`config.mk`:
```
export PLATFORM = sky130hd
export DESIGN_NAME = serial_motor_command_decoder_unit
export DESIGN_NICKNAME = d
export VERILOG_FILES = /design/src/rtl/smcd_pkg.sv /design/src/rtl/smcd_front.sv /design/src/rtl/smcd_queue.sv /design/src/rtl/smcd_back.sv /design/src/rtl/serial_motor_command_decoder_unit.sv
export VERILOG_INCLUDE_DIRS = /design/src /design/src/rtl
export SDC_FILE = /design/constraint.sdc
export NUM_CORES = 1
export LEC_CHECK = 0
export BUFFER_PORTS_ARGS = -buffer_cell sky130_fd_sc_hd__buf_2
export CAP_MARGIN = 40
export CORE_MARGIN = 3
export CORE_UTILIZATION = 40
export DETAILED_ROUTE_END_ITERATION = 6
export PLACE_DENSITY = 0.62
export SETUP_SLACK_MARGIN = 0.15
export SYNTH_ARGS = -nofsm -noshare
export SYNTH_HDL_FRONTEND = slang
export SYNTH_SLANG_ARGS = --single-unit
```
`constraint.sdc`:
```
create_clock -name clk -period 22.8 [get_ports clk]
set_clock_uncertainty 0.05 [all_clocks]
set_input_delay 4.56 -clock clk [delete_from_list [all_inputs] [get_ports clk]]
set_output_delay 4.56 -clock clk [all_outputs]
set_load 0.02 [all_outputs]
```
`src/rtl/serial_motor_command_decoder_unit_assert.svh`:
```
// Assertion macros for the serial motor command decoder.
`ifndef SERIAL_MOTOR_COMMAND_DECODER_UNIT_ASSERT_SVH
`define SERIAL_MOTOR_COMMAND_DECODER_UNIT_ASSERT_SVH

`ifndef ASSERT_OFF
// Same-cycle implication, sampled on clk, off during rst.
`define SMCD_ASSERT_NOW(lbl, ante, cons, msg) \
  lbl: assert property (@(posedge clk) disable iff (rst) (ante) |-> (cons)) else $error(msg);
// Next-cycle implication, sampled on clk, off during rst.
`define SMCD_ASSERT_NEXT(lbl, ante, cons, msg) \
  lbl: assert property (@(posedge clk) disable iff (rst) (ante) |=> (cons)) else $error(msg);
`else
`define SMCD_ASSERT_NOW(lbl, ante, cons, msg)
`define SMCD_ASSERT_NEXT(lbl, ante, cons, msg)
`endif

`endif

```
`src/rtl/smcd_pkg.sv`:
```
// Shared types, codes and constants of the serial motor command decoder.
`default_nettype none
package smcd_pkg;

  // Character codes
  localparam logic [7:0] CHAR_LF    = 8'h0A;
  localparam logic [7:0] CHAR_CR    = 8'h0D;
  localparam logic [7:0] CHAR_F     = 8'h46;
  localparam logic [7:0] CHAR_B     = 8'h42;
  localparam logic [7:0] CHAR_L     = 8'h4C;
  localparam logic [7:0] CHAR_R     = 8'h52;
  localparam logic [7:0] CHAR_S     = 8'h53;
  localparam logic [7:0] CHAR_M     = 8'h4D;
  localparam logic [7:0] CHAR_O     = 8'h4F;
  localparam logic [7:0] CHAR_C     = 8'h43;
  localparam logic [7:0] CHAR_SPACE = 8'h20;
  localparam logic [7:0] CHAR_TAB   = 8'h09;
  localparam logic [7:0] CHAR_VT    = 8'h0B;
  localparam logic [7:0] CHAR_FF    = 8'h0C;
  localparam logic [7:0] CHAR_PLUS  = 8'h2B;
  localparam logic [7:0] CHAR_MINUS = 8'h2D;
  localparam logic [7:0] CHAR_ZERO  = 8'h30;
  localparam logic [7:0] CHAR_NINE  = 8'h39;

  localparam logic [7:0]  SPEED_MAX   = 8'd255;
  localparam logic [15:0] MAG_MAX     = 16'hFFFF;
  localparam logic [15:0] IDLE_MAX    = 16'hFFFF;
  localparam logic [7:0]  SERVO_RESET = 8'd90;

  // Register defaults and indexes
  localparam logic [7:0]  OPEN_RESET    = 8'd70;
  localparam logic [7:0]  CLOSE_RESET   = 8'd120;
  localparam logic [7:0]  STEP_RESET    = 8'd8;
  localparam logic [15:0] TIMEOUT_RESET = 16'd500;

  localparam int CFG_IDX_W  = 8;
  localparam int CFG_DATA_W = 16;
  localparam logic [CFG_IDX_W-1:0] CFG_OPEN    = 8'd0;
  localparam logic [CFG_IDX_W-1:0] CFG_CLOSE   = 8'd1;
  localparam logic [CFG_IDX_W-1:0] CFG_STEP    = 8'd2;
  localparam logic [CFG_IDX_W-1:0] CFG_TIMEOUT = 8'd3;

  // Queue between front and back
  localparam int QUEUE_DEPTH = 4;
  localparam int QPTR_W      = $clog2(QUEUE_DEPTH);
  localparam int QCOUNT_W    = $clog2(QUEUE_DEPTH + 1);

  // Operation codes carried through the queue
  typedef logic [2:0] op_t;
  localparam op_t OP_NONE  = 3'd0;
  localparam op_t OP_TICK  = 3'd1;
  localparam op_t OP_DRIVE = 3'd2;
  localparam op_t OP_MODE  = 3'd3;
  localparam op_t OP_OPEN  = 3'd4;
  localparam op_t OP_CLOSE = 3'd5;

  // Drive kinds
  typedef logic [2:0] dk_t;
  localparam dk_t DK_STOP  = 3'd0;
  localparam dk_t DK_FWD   = 3'd1;
  localparam dk_t DK_BACK  = 3'd2;
  localparam dk_t DK_LEFT  = 3'd3;
  localparam dk_t DK_RIGHT = 3'd4;

  localparam logic [3:0] PINS_STOP  = 4'd0;
  localparam logic [3:0] PINS_FWD   = 4'd6;
  localparam logic [3:0] PINS_BACK  = 4'd9;
  localparam logic [3:0] PINS_LEFT  = 4'd5;
  localparam logic [3:0] PINS_RIGHT = 4'd10;

  typedef struct packed {
    op_t        op;
    dk_t        kind;
    logic [7:0] speed;
    logic       mode_one;
  } entry_t;

  typedef struct packed {
    logic [7:0]  open_angle;
    logic [7:0]  close_angle;
    logic [7:0]  claw_step;
    logic [15:0] link_timeout_ms;
  } cfg_t;

  typedef struct packed {
    logic                full;
    logic                nonempty;
  } q_status_t;

  typedef struct packed {
    logic [3:0] bridge_pins;
    logic [7:0] motor_duty;
    logic       movement_on;
    logic [7:0] claw_angle;
  } result_t;

  function automatic logic [3:0] drive_pins(input dk_t kind);
    logic [3:0] pins;
    unique case (kind)
      DK_FWD:   pins = PINS_FWD;
      DK_BACK:  pins = PINS_BACK;
      DK_LEFT:  pins = PINS_LEFT;
      DK_RIGHT: pins = PINS_RIGHT;
      default:  pins = PINS_STOP;
    endcase
    return pins;
  endfunction

endpackage
`default_nettype wire

```
`src/rtl/smcd_front.sv`:
```
// Line collector and parser: turns each accepted item into one queue entry.
`default_nettype none
module smcd_front #(
  parameter int LINE_CHARS = 11
) (
  input  wire logic             clk,
  input  wire logic             rst,
  input  wire logic             take,
  input  wire logic             is_tick,
  input  wire logic [7:0]       rx_byte,
  output smcd_pkg::entry_t      entry
);
  import smcd_pkg::*;

  localparam int CW = $clog2(LINE_CHARS + 1);
  localparam logic [CW-1:0] LIMIT = CW'(LINE_CHARS);

  localparam logic [1:0] PH_SPACE  = 2'd0;
  localparam logic [1:0] PH_SIGN   = 2'd1;
  localparam logic [1:0] PH_DIGITS = 2'd2;
  localparam logic [1:0] PH_DONE   = 2'd3;

  logic [CW-1:0] char_count, char_count_next;
  logic [7:0]    letter, letter_next;
  logic [1:0]    phase, phase_next;
  logic          negative, negative_next;
  logic [15:0]   magnitude, magnitude_next;

  logic        is_digit, is_space, is_sign;
  logic [19:0] mag_wide;

  assign is_digit = (rx_byte >= CHAR_ZERO) && (rx_byte <= CHAR_NINE);
  assign is_space = (rx_byte == CHAR_SPACE) || (rx_byte == CHAR_TAB) ||
                    (rx_byte == CHAR_VT) || (rx_byte == CHAR_FF);
  assign is_sign  = (rx_byte == CHAR_PLUS) || (rx_byte == CHAR_MINUS);
  // mag * 10 + digit as shift-add
  assign mag_wide = {1'b0, magnitude, 3'b000} + {3'b000, magnitude, 1'b0} +
                    {16'd0, rx_byte[3:0] - CHAR_ZERO[3:0]};

  always_comb begin
    char_count_next = char_count;
    letter_next     = letter;
    phase_next      = phase;
    negative_next   = negative;
    magnitude_next  = magnitude;
    entry.op        = OP_NONE;
    entry.kind      = DK_STOP;
    entry.speed     = negative ? 8'd0 :
                      ((magnitude > {8'd0, SPEED_MAX}) ? SPEED_MAX : magnitude[7:0]);
    entry.mode_one  = !negative && (magnitude == 16'd1);
    if (is_tick) begin
      entry.op = OP_TICK;
    end else if (rx_byte == CHAR_LF) begin
      if (char_count != '0) begin
        unique case (letter)
          CHAR_F:  begin entry.op = OP_DRIVE; entry.kind = DK_FWD;   end
          CHAR_B:  begin entry.op = OP_DRIVE; entry.kind = DK_BACK;  end
          CHAR_L:  begin entry.op = OP_DRIVE; entry.kind = DK_LEFT;  end
          CHAR_R:  begin entry.op = OP_DRIVE; entry.kind = DK_RIGHT; end
          CHAR_S:  begin entry.op = OP_DRIVE; entry.kind = DK_STOP;  end
          CHAR_M:  entry.op = OP_MODE;
          CHAR_O:  entry.op = OP_OPEN;
          CHAR_C:  entry.op = OP_CLOSE;
          default: entry.op = OP_NONE;
        endcase
      end
      char_count_next = '0;
      letter_next     = 8'd0;
      phase_next      = PH_SPACE;
      negative_next   = 1'b0;
      magnitude_next  = 16'd0;
    end else if (rx_byte != CHAR_CR) begin
      if (char_count < LIMIT) begin
        char_count_next = char_count + 1'b1;
        if (char_count == '0) begin
          letter_next = rx_byte;
        end else begin
          priority if (phase == PH_SPACE && is_space) begin
            phase_next = PH_SPACE;
          end else if (phase == PH_SPACE && is_sign) begin
            negative_next = (rx_byte == CHAR_MINUS);
            phase_next    = PH_SIGN;
          end else if (phase == PH_DONE) begin
            phase_next = PH_DONE;
          end else if (!is_digit) begin
            phase_next = PH_DONE;
          end else begin
            phase_next     = PH_DIGITS;
            magnitude_next = (mag_wide > {4'd0, MAG_MAX}) ? MAG_MAX : mag_wide[15:0];
          end
        end
      end else begin
        // overlong line: drop the byte and restart collection
        char_count_next = '0;
        letter_next     = 8'd0;
        phase_next      = PH_SPACE;
        negative_next   = 1'b0;
        magnitude_next  = 16'd0;
      end
    end
  end

  always_ff @(posedge clk) begin
    if (rst) begin
      char_count <= '0;
      letter     <= 8'd0;
      phase      <= PH_SPACE;
      negative   <= 1'b0;
      magnitude  <= 16'd0;
    end else if (take) begin
      char_count <= char_count_next;
      letter     <= letter_next;
      phase      <= phase_next;
      negative   <= negative_next;
      magnitude  <= magnitude_next;
    end
  end

endmodule
`default_nettype wire

```
`src/rtl/smcd_queue.sv`:
```
// Small FIFO of decoded entries between the parser and the executor.
`default_nettype none
module smcd_queue (
  input  wire logic          clk,
  input  wire logic          rst,
  input  wire logic          push,
  input  wire smcd_pkg::entry_t push_entry,
  input  wire logic          pop,
  output smcd_pkg::entry_t   head,
  output smcd_pkg::q_status_t status
);
  import smcd_pkg::*;

  entry_t              slots [QUEUE_DEPTH];
  logic [QPTR_W-1:0]   wr_ptr, rd_ptr;
  logic [QCOUNT_W-1:0] count;

  always_ff @(posedge clk) begin
    if (push) begin
      slots[wr_ptr] <= push_entry;
    end
  end

  always_ff @(posedge clk) begin
    if (rst) begin
      wr_ptr <= '0;
      rd_ptr <= '0;
      count  <= '0;
    end else begin
      if (push) wr_ptr <= wr_ptr + 1'b1;
      if (pop)  rd_ptr <= rd_ptr + 1'b1;
      unique case ({push, pop})
        2'b10:   count <= count + 1'b1;
        2'b01:   count <= count - 1'b1;
        default: count <= count;
      endcase
    end
  end

  assign head            = slots[rd_ptr];
  assign status.full     = (count == QCOUNT_W'(QUEUE_DEPTH));
  assign status.nonempty = (count != '0);

endmodule
`default_nettype wire

```
`src/rtl/smcd_back.sv`:
```
// Executor: applies queue entries to drive, mode, claw and idle state; holds the result.
`default_nettype none
module smcd_back (
  input  wire logic        clk,
  input  wire logic        rst,
  input  wire smcd_pkg::cfg_t   cfg,
  input  wire logic        have_entry,
  input  wire smcd_pkg::entry_t entry,
  output logic             pop,
  output logic             res_valid,
  input  wire logic        res_ready,
  output smcd_pkg::result_t res
);
  import smcd_pkg::*;

  logic        mode, mode_next;
  dk_t         kind, kind_next;
  logic [7:0]  speed, speed_next;
  logic [7:0]  angle, angle_next;
  logic [15:0] idle, idle_next;

  logic [7:0] target, lo, hi, stepped;
  logic [8:0] up_sum;
  logic [3:0] pins;

  assign pop = have_entry && (!res_valid || res_ready);

  // Claw step toward target, then clamp between the two configured angles
  always_comb begin
    target  = (entry.op == OP_OPEN) ? cfg.open_angle : cfg.close_angle;
    lo      = (cfg.open_angle < cfg.close_angle) ? cfg.open_angle : cfg.close_angle;
    hi      = (cfg.open_angle < cfg.close_angle) ? cfg.close_angle : cfg.open_angle;
    up_sum  = {1'b0, angle} + {1'b0, cfg.claw_step};
    stepped = angle;
    if (angle < target) begin
      stepped = (up_sum > {1'b0, target}) ? target : up_sum[7:0];
    end else if (angle > target) begin
      stepped = ((angle < cfg.claw_step) || (angle - cfg.claw_step < target)) ?
                target : angle - cfg.claw_step;
    end
    if (stepped < lo) stepped = lo;
    if (stepped > hi) stepped = hi;
  end

  always_comb begin
    mode_next  = mode;
    kind_next  = kind;
    speed_next = speed;
    angle_next = angle;
    idle_next  = idle;
    unique case (entry.op)
      OP_TICK: begin
        if (idle != IDLE_MAX) idle_next = idle + 16'd1;
      end
      OP_DRIVE: begin
        if (mode || entry.kind == DK_STOP) begin
          kind_next  = entry.kind;
          speed_next = (entry.kind == DK_STOP) ? 8'd0 : entry.speed;
          idle_next  = 16'd0;
        end
      end
      OP_MODE: begin
        if (entry.mode_one) begin
          mode_next = 1'b1;
        end else begin
          mode_next  = 1'b0;
          kind_next  = DK_STOP;
          speed_next = 8'd0;
        end
      end
      OP_OPEN, OP_CLOSE: angle_next = stepped;
      default: ;
    endcase
    if (idle_next > cfg.link_timeout_ms) begin
      kind_next  = DK_STOP;
      speed_next = 8'd0;
    end
    pins = mode_next ? drive_pins(kind_next) : PINS_STOP;
  end

  always_ff @(posedge clk) begin
    if (rst) begin
      mode      <= 1'b0;
      kind      <= DK_STOP;
      speed     <= 8'd0;
      angle     <= SERVO_RESET;
      idle      <= 16'd0;
      res_valid <= 1'b0;
    end else begin
      if (pop) begin
        mode  <= mode_next;
        kind  <= kind_next;
        speed <= speed_next;
        angle <= angle_next;
        idle  <= idle_next;
      end
      if (pop) res_valid <= 1'b1;
      else if (res_ready) res_valid <= 1'b0;
    end
  end

  always_ff @(posedge clk) begin
    if (pop) begin
      res.bridge_pins <= pins;
      res.motor_duty  <= (pins != PINS_STOP) ? speed_next : 8'd0;
      res.movement_on <= mode_next;
      res.claw_angle  <= angle_next;
    end
  end

endmodule
`default_nettype wire

```
`src/rtl/serial_motor_command_decoder_unit.sv`:
```
// Top level of the serial motor command decoder: ports, registers, front, queue, back.
//
// Input stream: one beat per item. s_axis_tuser = 0 carries a received serial
// byte in s_axis_tdata; s_axis_tuser = 1 is a one millisecond tick (tdata unused).
// Bytes build newline-ended command lines (CR ignored); a newline runs the line.
// Output stream: exactly one result beat per input beat, in order, giving the
// H-bridge pins, PWM duty, movement mode and claw angle after that item.
// Config channel: cfg_index 0..3 selects open angle, close angle, claw step and
// link timeout in ms; other indexes are ignored. cfg_ready is always high;
// write only while no item is in flight.
// Timing: the parser is combinational and writes the queue at the accepting edge;
// the executor pops the queue head and loads its output register, which drives
// m_axis_tvalid. Throughput: one item per cycle while the receiver takes results;
// a four-entry queue sits between the parser and the executor.
// Reset (rst, synchronous): line state cleared, movement off, drive stopped,
// claw at 90 degrees, idle count zero, registers back to their defaults.
// Receiver stall: the output beat holds, the queue fills, and s_axis_tready
// drops once four entries wait.
`default_nettype none
`include "serial_motor_command_decoder_unit_assert.svh"
module serial_motor_command_decoder_unit #(
  parameter int LINE_CHARS = 11
) (
  input  wire logic        clk,
  input  wire logic        rst,
  // command input
  input  wire logic        s_axis_tvalid,
  output logic             s_axis_tready,
  input  wire logic [7:0]  s_axis_tdata,   // [7:0] rx_byte
  input  wire logic        s_axis_tuser,   // [0] command (0 byte, 1 tick)
  // result output
  output logic             m_axis_tvalid,
  input  wire logic        m_axis_tready,
  output logic [23:0]      m_axis_tdata,   // [3:0] bridge_pins, [11:4] motor_duty,
                                           // [12] movement_on, [20:13] claw_angle
  // configuration write
  input  wire logic        cfg_valid,
  output logic             cfg_ready,
  input  wire logic [smcd_pkg::CFG_IDX_W-1:0]  cfg_index,
  input  wire logic [smcd_pkg::CFG_DATA_W-1:0] cfg_data
);
  import smcd_pkg::*;

  cfg_t      cfg;
  entry_t    front_entry, head;
  q_status_t q_status;
  result_t   res;
  logic      take, pop;

  // Configuration registers
  assign cfg_ready = 1'b1;

  always_ff @(posedge clk) begin
    if (rst) begin
      cfg.open_angle      <= OPEN_RESET;
      cfg.close_angle     <= CLOSE_RESET;
      cfg.claw_step       <= STEP_RESET;
      cfg.link_timeout_ms <= TIMEOUT_RESET;
    end else if (cfg_valid && cfg_ready) begin
      unique case (cfg_index)
        CFG_OPEN:    cfg.open_angle      <= cfg_data[7:0];
        CFG_CLOSE:   cfg.close_angle     <= cfg_data[7:0];
        CFG_STEP:    cfg.claw_step       <= cfg_data[7:0];
        CFG_TIMEOUT: cfg.link_timeout_ms <= cfg_data;
        default: ;
      endcase
    end
  end

  // Accept a beat whenever the queue has room
  assign s_axis_tready = !q_status.full;
  assign take          = s_axis_tvalid && s_axis_tready;

  smcd_front #(
    .LINE_CHARS (LINE_CHARS)
  ) u_front (
    .clk     (clk),
    .rst     (rst),
    .take    (take),
    .is_tick (s_axis_tuser),
    .rx_byte (s_axis_tdata),
    .entry   (front_entry)
  );

  smcd_queue u_queue (
    .clk        (clk),
    .rst        (rst),
    .push       (take),
    .push_entry (front_entry),
    .pop        (pop),
    .head       (head),
    .status     (q_status)
  );

  smcd_back u_back (
    .clk        (clk),
    .rst        (rst),
    .cfg        (cfg),
    .have_entry (q_status.nonempty),
    .entry      (head),
    .pop        (pop),
    .res_valid  (m_axis_tvalid),
    .res_ready  (m_axis_tready),
    .res        (res)
  );

  assign m_axis_tdata = {3'b000, res.claw_angle, res.movement_on, res.motor_duty,
                         res.bridge_pins};

  // Conditions checked below
  logic beat_off, beat_stop, res_idle, drain_due;
  assign res_idle  = (res.bridge_pins == PINS_STOP) && (res.motor_duty == 8'd0);
  assign beat_off  = m_axis_tvalid && !res.movement_on;
  assign beat_stop = m_axis_tvalid && (res.bridge_pins == PINS_STOP);
  assign drain_due = q_status.nonempty && (!m_axis_tvalid || m_axis_tready);

  // With movement off, the bridge must show stop and zero duty
  `SMCD_ASSERT_NOW(ast_off_means_stop, beat_off, res_idle, "drive active while movement is off")
  // Nonzero duty only with an active pin pattern
  `SMCD_ASSERT_NOW(ast_duty_needs_pins, beat_stop, res_idle, "duty driven with stopped bridge")
  // A waiting entry with a free output stage yields a beat next cycle
  `SMCD_ASSERT_NEXT(ast_queue_drains, drain_due, m_axis_tvalid, "queued entry not delivered")

endmodule
`default_nettype wire
```
==> results.yml, run 1 <==
power_and_ir_drop:
  p_int_uw: 987
  totalPowerFinal_mw: 1.87
  seqPwrFrac: 0.257
  p_per_area_nw_per_um2: 136
  combPwrFrac: 0.581
  p_sw_uw: 881
  total_leakage_power_nw: 5.65
  ir_drop_v: 0.0000872
  sw_frac_of_total: 0.472
  clkPwrFrac: 0.162
clocking:
  cts.repair.resized: 0
  clock-root-buffer: "clkbuf_16"
  path_clk_slew_ns: 0.08
  clkLatencyLatePin_ns: 0.45
  ctsHtreeMaxLevel: 4
  clk_path_buf_depth: 2
  post-cts-setup-buffer-count: 0
  cts.sinks: 198
  cts_tree: "built"
  cts_made_buffers: 17
  cts_hold_buf: 0
routing:
  drt_iter0_drc: 744
  vias: 10153
  drc: 0
  wl_per_cell_um: 16.5
  drtPass1Iterations: 5
  via_per_inst: 5.51
  ant_nets: 0
  drt_wl_total_mm: 30.4
grt:
  gr-total-overflow: 0
  grt_antenna_before_repair: 0
  grt_max_degree: 68
  grt_pass1_vias: 9675
  grt_pass1_wl_mm: 49.5
  grt.total_usage: 0.182
floorplanning:
  fp.dieArea_um2: 33400
  io_pins: 65
  fp.dieW_um: 183
  die_h_um: 183
  num_rows: 64
  coreArea_um2: 30700
  start_util: 0.407
cells_and_area:
  num-fill-cells: 3038
  instances_no_fill: 1842
  fin_util: 0.447
  drive_gt1_frac: 0.0996
  diodes: 0
  nets: 1592
  syn_to_final_growth_pct: 9.88
synth:
  syn_inst: 1404
  synth-edff-count: 81
  synthesis.area_um2: 12500
  synth_flop_cell: "dfxtp_1"
  synth-seq-cells: 198
  avgSynthCellArea_um2: 8.91
  synthArstFlopShare: 0
  ys_warn_count: 0
  synth_cell_type_count: 81
  synth-seq-area-share: 0.382
setup_path:
  cp_slowest_stage_delay_ns: 0.70
  worst_ep_required_time_ns: 22.90
  rr_endpoint: "u_back.res[5]"
  cpMaxStageDelayCell: "nor3_1"
  critPathLaunchType: "flip-flop"
  critical_path_buf_inv_count: 2
  crit_path_end: "u_back.res[5]"
  path_depth: 31
  path_max_fanout: 11
  r2r_cells: 31
  end_kind: "flip-flop"
  r2r_slack_ns: 13.57
  crit_family: "compound AO/OA/AOI/OAI gates"
  crit_arrival_ns: 9.32
  critical_path_class: "flip-flop to flip-flop"
sta:
  max_freq_mhz: 108
  hold_violations: 0
  worst_hold_slack_ns: 0.403
  tightest_slew_ns: 0.860
  setup_viol: 0
  finalSetupTns_ns: 0
  finalCriticalPeriod_ns: 9.23
  rsz0062_at_grt: "false"
  slew_headroom: 0.425
  slew_violations: 0
  finalCritPeriodShare: 0.405
flow_run:
  max_cap_viol_count: 0
placement:
  port_buffers: 60
  numPlacedInstances: 1810
  gp_congestion: 0.907
  dp_hpwl_mm: 22.9
run_status:
  run_status: "finished, final reports clean"
worst_hold_path:
  hold_class: "flip-flop to flip-flop"
metrics by stage:
step | area (um2) | setup slack [ns]
3_3_place_gp | 13100 | 13.24
2_1_floorplan | 12500 | 15.12
3_5_place_dp | 13200 | 13.72
6_report | 13800 | 13.57
4_1_cts | 13800 | 13.70
5_1_grt | 13800 | 12.82
tightest hold or removal path: cells and delay by family (launching register included):
kind               cells  cell delay [ns]
and+or+nand+nor        1             0.05
DFF                    1             0.31
AOI/OAI and AO/OA      1             0.05
power by group through the flow:
stage | Sequential, mW | Clock (mW) | Combinational [mW]
5_1_grt | 0.488 | 0.323 | 1.21
3_3_place_gp | 0.490 | 0 | 1.05
3_5_place_dp | 0.489 | 0 | 1.07
6_report | 0.480 | 0.302 | 1.09
4_1_cts | 0.481 | 0.310 | 1.07
2_1_floorplan | 0.493 | 0 | 0.806
synth_stat cells, types with 9 or more instances:
| cell type | number | area share |
|---|---|---|
| a211o_1 | 13 | 0.0091 |
| a211oi_1 | 19 | 0.011 |
| a21o_1 | 20 | 0.012 |
| a21oi_1 | 112 | 0.045 |
| a31oi_1 | 13 | 0.0065 |
| and2_1 | 10 | 0.0050 |
| and3_1 | 16 | 0.0080 |
| clkbuf_1 | 55 | 0.016 |
| dfxtp_1 | 117 | 0.19 |
| edfxtp_1 | 81 | 0.19 |
| ha_1 | 116 | 0.12 |
| inv_1 | 74 | 0.022 |
| mux2i_1 | 42 | 0.034 |
| mux4_2 | 13 | 0.023 |
| nand2_1 | 138 | 0.041 |
| nand2b_1 | 11 | 0.0055 |
| nand3_1 | 28 | 0.011 |
| nand3b_1 | 11 | 0.0066 |
| nand4_1 | 21 | 0.010 |
| nor2_1 | 176 | 0.053 |
| nor2b_1 | 20 | 0.010 |
| nor3_1 | 43 | 0.017 |
| o21a_1 | 11 | 0.0066 |
| o21ai_0 | 41 | 0.016 |
| o21ai_1 | 23 | 0.0092 |
| o31ai_1 | 9 | 0.0054 |
| or3_1 | 12 | 0.0060 |
| xnor2_1 | 19 | 0.013 |
| xor2_1 | 12 | 0.0084 |
layout by cell type, fill, tap and decap left out, types with 23 or more instances in the layout:
cell type	netlist	routed
ha_1	116	116
nor2_1	176	176
a21oi_1	112	111
nor3_1	43	43
o21ai_1	23	23
inv_1	74	74
nand3_1	28	28
nand2_1	138	138
o21ai_0	41	41
edfxtp_1	81	81
mux2i_1	42	42
dfxtp_1	117	117
buf_2	1	59
worst min-delay path by stage:
stage                       from           endpoint  slack (ns)  cells after the start
6_report       u_front.letter[5]  u_front.letter[5]        0.40                      2
5_1_grt        u_front.letter[5]  u_front.letter[5]        0.42                      2
4_1_cts           u_back.kind[2]     u_back.kind[2]        0.40                      2
3_5_place_dp      u_back.kind[2]     u_back.kind[2]        0.39                      2
3_3_place_gp   u_front.letter[6]  u_front.letter[6]        0.39                      2
2_1_floorplan  u_front.letter[6]  u_front.letter[6]        0.38                      2
kinds of logic (layout without fill, tap and decap cells):
family | count (synthesis) | in the layout | share of synthesized area
compound gates | 332 | 332 | 0.171
xor+xnor | 31 | 31 | 0.0217
fa+ha+maj | 121 | 121 | 0.124
buf+inv | 140 | 180 | 0.0445
flops | 198 | 198 | 0.382
mux | 59 | 59 | 0.0606
other cells | 2 | 4 | 0.000600
simple gates | 521 | 521 | 0.196
per-layer routing:
metal	wire length (um)	part of all wire	vias to the layer above	track usage
li1	-	-	5141	-
met1	14200	0.47	4761	0.236
met2	14500	0.48	194	0.310
met3	966	0.032	57	0.0256
met4	754	0.025	0	0.0658
met5	0	0	-	0
sequential cells by signal (all words and copies together) (netlist names), 2 cells and up, named ones only:
register and count:
u_queue.slots 60, cfg 40, u_back.res 21, u_back.idle 16, u_front.magnitude 16, u_back.angle 8, u_back.speed 8, u_front.letter 8
u_front.char_count 4, u_back.kind 3, u_queue.count 3, u_front.phase 2, u_queue.rd_ptr 2, u_queue.wr_ptr 2
area by class of cell:
type | instances | area [um2] | share of cell area
inverter | 75 | 282 | 0.0205
clock buffer | 17 | 425 | 0.0309
clock inverter | 15 | 171 | 0.0125
timing repair buffer | 73 | 408 | 0.0297
sequential | 198 | 4770 | 0.347
multi-input combinational | 1068 | 7190 | 0.523
tap | 396 | 495 | 0.0360
No activity file was read; power rests on OpenSTA's default activity.
==> inputs of run 2 (changes only) <==
--- a/config.mk
+++ b/config.mk
@@ -6,6 +6,7 @@
 export SDC_FILE = /design/constraint.sdc
 export NUM_CORES = 1
 export LEC_CHECK = 0
+export ABC_AREA = 1
 export BUFFER_PORTS_ARGS = -buffer_cell sky130_fd_sc_hd__buf_2
 export CAP_MARGIN = 40
 export CORE_MARGIN = 3
==> constraint.sdc (replaced) <==
create_clock -name clk -period 9.5 [get_ports clk]
set_clock_uncertainty 0.05 [all_clocks]
set_input_delay 1.9 -clock clk [delete_from_list [all_inputs] [get_ports clk]]
set_output_delay 1.9 -clock clk [all_outputs]
set_load 0.02 [all_outputs]
==> results.yml, run 2 <==
sta:
  finalCritPeriodShare: 0.778
  layout_setup_ws_ns: 2.11
  rsz0062_at_grt: "false"
  finalCriticalPeriod_ns: 7.39
  slew_headroom: 0.445
  setup_viol: 0
  worst_hold_slack_ns: 0.412
  hold_violations: 0
  max_freq_mhz: 135
  slew_violations: 0
  finalSetupTns_ns: 0
  tightest_slew_ns: 0.831
power_and_ir_drop:
  p_per_area_nw_per_um2: 331
  totalPowerFinal_mw: 4.57
  total_leakage_power_nw: 6.28
  ir_drop_v: 0.000273
clocking:
  cts_hold_buf: 0
  cts.sinks: 198
  clk_path_buf_depth: 2
  clock-root-buffer: "clkbuf_16"
  path_clk_slew_ns: 0.08
  clkLatencyLatePin_ns: 0.45
  ctsHtreeMaxLevel: 4
  cts_made_buffers: 17
  cts_tree: "built"
  post-cts-setup-buffer-count: 0
  cts.repair.resized: 0
routing:
  ant_nets: 0
  wl_per_cell_um: 14.8
  drc: 0
  vias: 10799
  drtPass1Iterations: 5
  drt_iter0_drc: 746
  drt_wl_total_mm: 31.0
  via_per_inst: 5.16
cells_and_area:
  syn_to_final_growth_pct: 10.1
  nets: 1844
  largestRegisters: "u_queue.slots: 60 flops, cfg: 40 flops, u_back.res: 21 flops"
  stdcell_area_um2: 13800
  instances_no_fill: 2094
  largest_reg_flops: 60
  mostFrequentLayoutCells: "nand2_1 (276), inv_1 (248), a21oi_1 (181)"
  fin_util: 0.450
  drive_gt1_frac: 0.0813
  top_register: "u_queue.slots"
  diodes: 0
  layout_commonest_cell: "nand2_1"
flow_run:
  max_cap_viol_count: 0
synth:
  synth-seq-area-share: 0.380
  synth.most_common_cell: "nand2_1"
  ys_top_cells_by_count: "nand2_1 (276), inv_1 (248), a21oi_1 (181), o21ai_0 (169), nor2_1 (126)"
  synth_top_cell_by_area: "edfxtp_1"
  synthesis.area_um2: 12600
  netlist_top_cells_area: "edfxtp_1 (19%), dfxtp_1 (19%), ha_1 (12%), nand2_1 (8.3%), inv_1 (7.4%)"
  syn_inst: 1640
  synthArstFlopShare: 0
  ys_warn_count: 0
  synth-seq-cells: 198
  synth_cell_type_count: 56
  avgSynthCellArea_um2: 7.66
  synth-edff-count: 81
  yosysTopAreaCellShare: 0.194
  synth_flop_cell: "dfxtp_1"
setup_path:
  critical_path_class: "flip-flop to flip-flop"
  cpMaxStageDelayCell: "a211oi_2"
  critical_path_buf_inv_count: 9
  critPathLaunchType: "flip-flop"
  end_kind: "flip-flop"
  path_common_cell: "nand2_1"
  cp_slowest_stage_delay_ns: 0.53
  worst_ep_required_time_ns: 9.64
  crit_arrival_ns: 7.53
  path_max_fanout: 31
  crit_family: "simple AND/OR/NAND/NOR gates"
grt:
  grt_pass1_wl_mm: 49.4
  grt_pass1_vias: 9727
  gr-total-overflow: 0
  grt.total_usage: 0.181
  grt_antenna_before_repair: 0
  grt_max_degree: 61
floorplanning:
  io_pins: 65
  start_util: 0.408
  die_h_um: 183
  num_rows: 64
  fp.dieArea_um2: 33500
  fp.dieW_um: 183
  coreArea_um2: 30700
placement:
  place_area_um2: 13300
  place_ws_ns: 2.25
  port_buffers: 60
  dp_hpwl_mm: 23.6
  gp_congestion: 0.908
  numPlacedInstances: 2061
run_status:
  run_status: "finished, final reports clean"
worst_hold_path:
  hold_class: "flip-flop to flip-flop"
## run 2: cell types whose count changed in the layout (fill, tap and decap cells not counted), moves of 17 or more
cell and change:
o21ai_0 +128, nor2_1 -52, nor2b_1 -20, nand3_1 +25
inv_1 +174, a21oi_1 +70, nor3_1 -19, a21o_1 -17
nand2_1 +138, mux2i_1 -42, o21ai_1 -18
## run 2: path summary, 6_finish.rpt
check            start             to  slack [ns]  cells after the start
max reg2reg  flip-flop  u_back.res[0]        2.11                     41
min             cfg[1]         cfg[1]        0.41                      2
min reg2reg     cfg[1]         cfg[1]        0.41                      2
max          flip-flop  u_back.res[0]        2.11                     41
## run 2: kinds of logic (layout without fill, tap and decap cells)
group                      after synthesis  in the layout  share of synthesized area
and+or+nand+nor                        535            535                      0.182
xor gates and xnor gates                30             30                     0.0209
DFF                                    198            198                      0.380
buffers and inverters                  305            361                     0.0944
adders and majority gates              121            121                      0.124
other                                    2              4                   0.000598
AOI/OAI and AO/OA                      449            449                      0.199
## run 2: per-layer routing
layer | up-vias | wire length, um | GRT usage
li1 | 5640 | - | -
met1 | 4953 | 16000 | 0.267
met2 | 181 | 13500 | 0.282
met3 | 25 | 1170 | 0.0303
met4 | 0 | 346 | 0.0375
met5 | - | 0 | 0
## run 2: worst register-to-register path, delay by kind of cell (launching register included)
family                   cells  cell delay [ns]
AND/OR/NAND/NOR             18             2.17
AO/OA/AOI/OAI               11             2.01
buffers and inverters        9             1.61
adder cells (fa/ha/maj)      3             0.95
flip-flops                   1             0.32
## run 2: area by class of cell
class                   count  area (um2)
multi-input cells        1139        6620
inverters                 254         953
repair buffers             75         420
well taps                 396         495
fillers                  3147       16900
clock buffers              18         429
clock inverters            14         131
flip-flops and latches    198        4770
## run 2: power breakdown
part           total (mW)  switching, mW  internal, mW  leakage (nW)
registers            1.18          0.102          1.08          1.73
clock network       0.706          0.357         0.349         0.276
logic                2.69           1.80         0.889          4.27
total                4.57           2.26          2.32          6.28
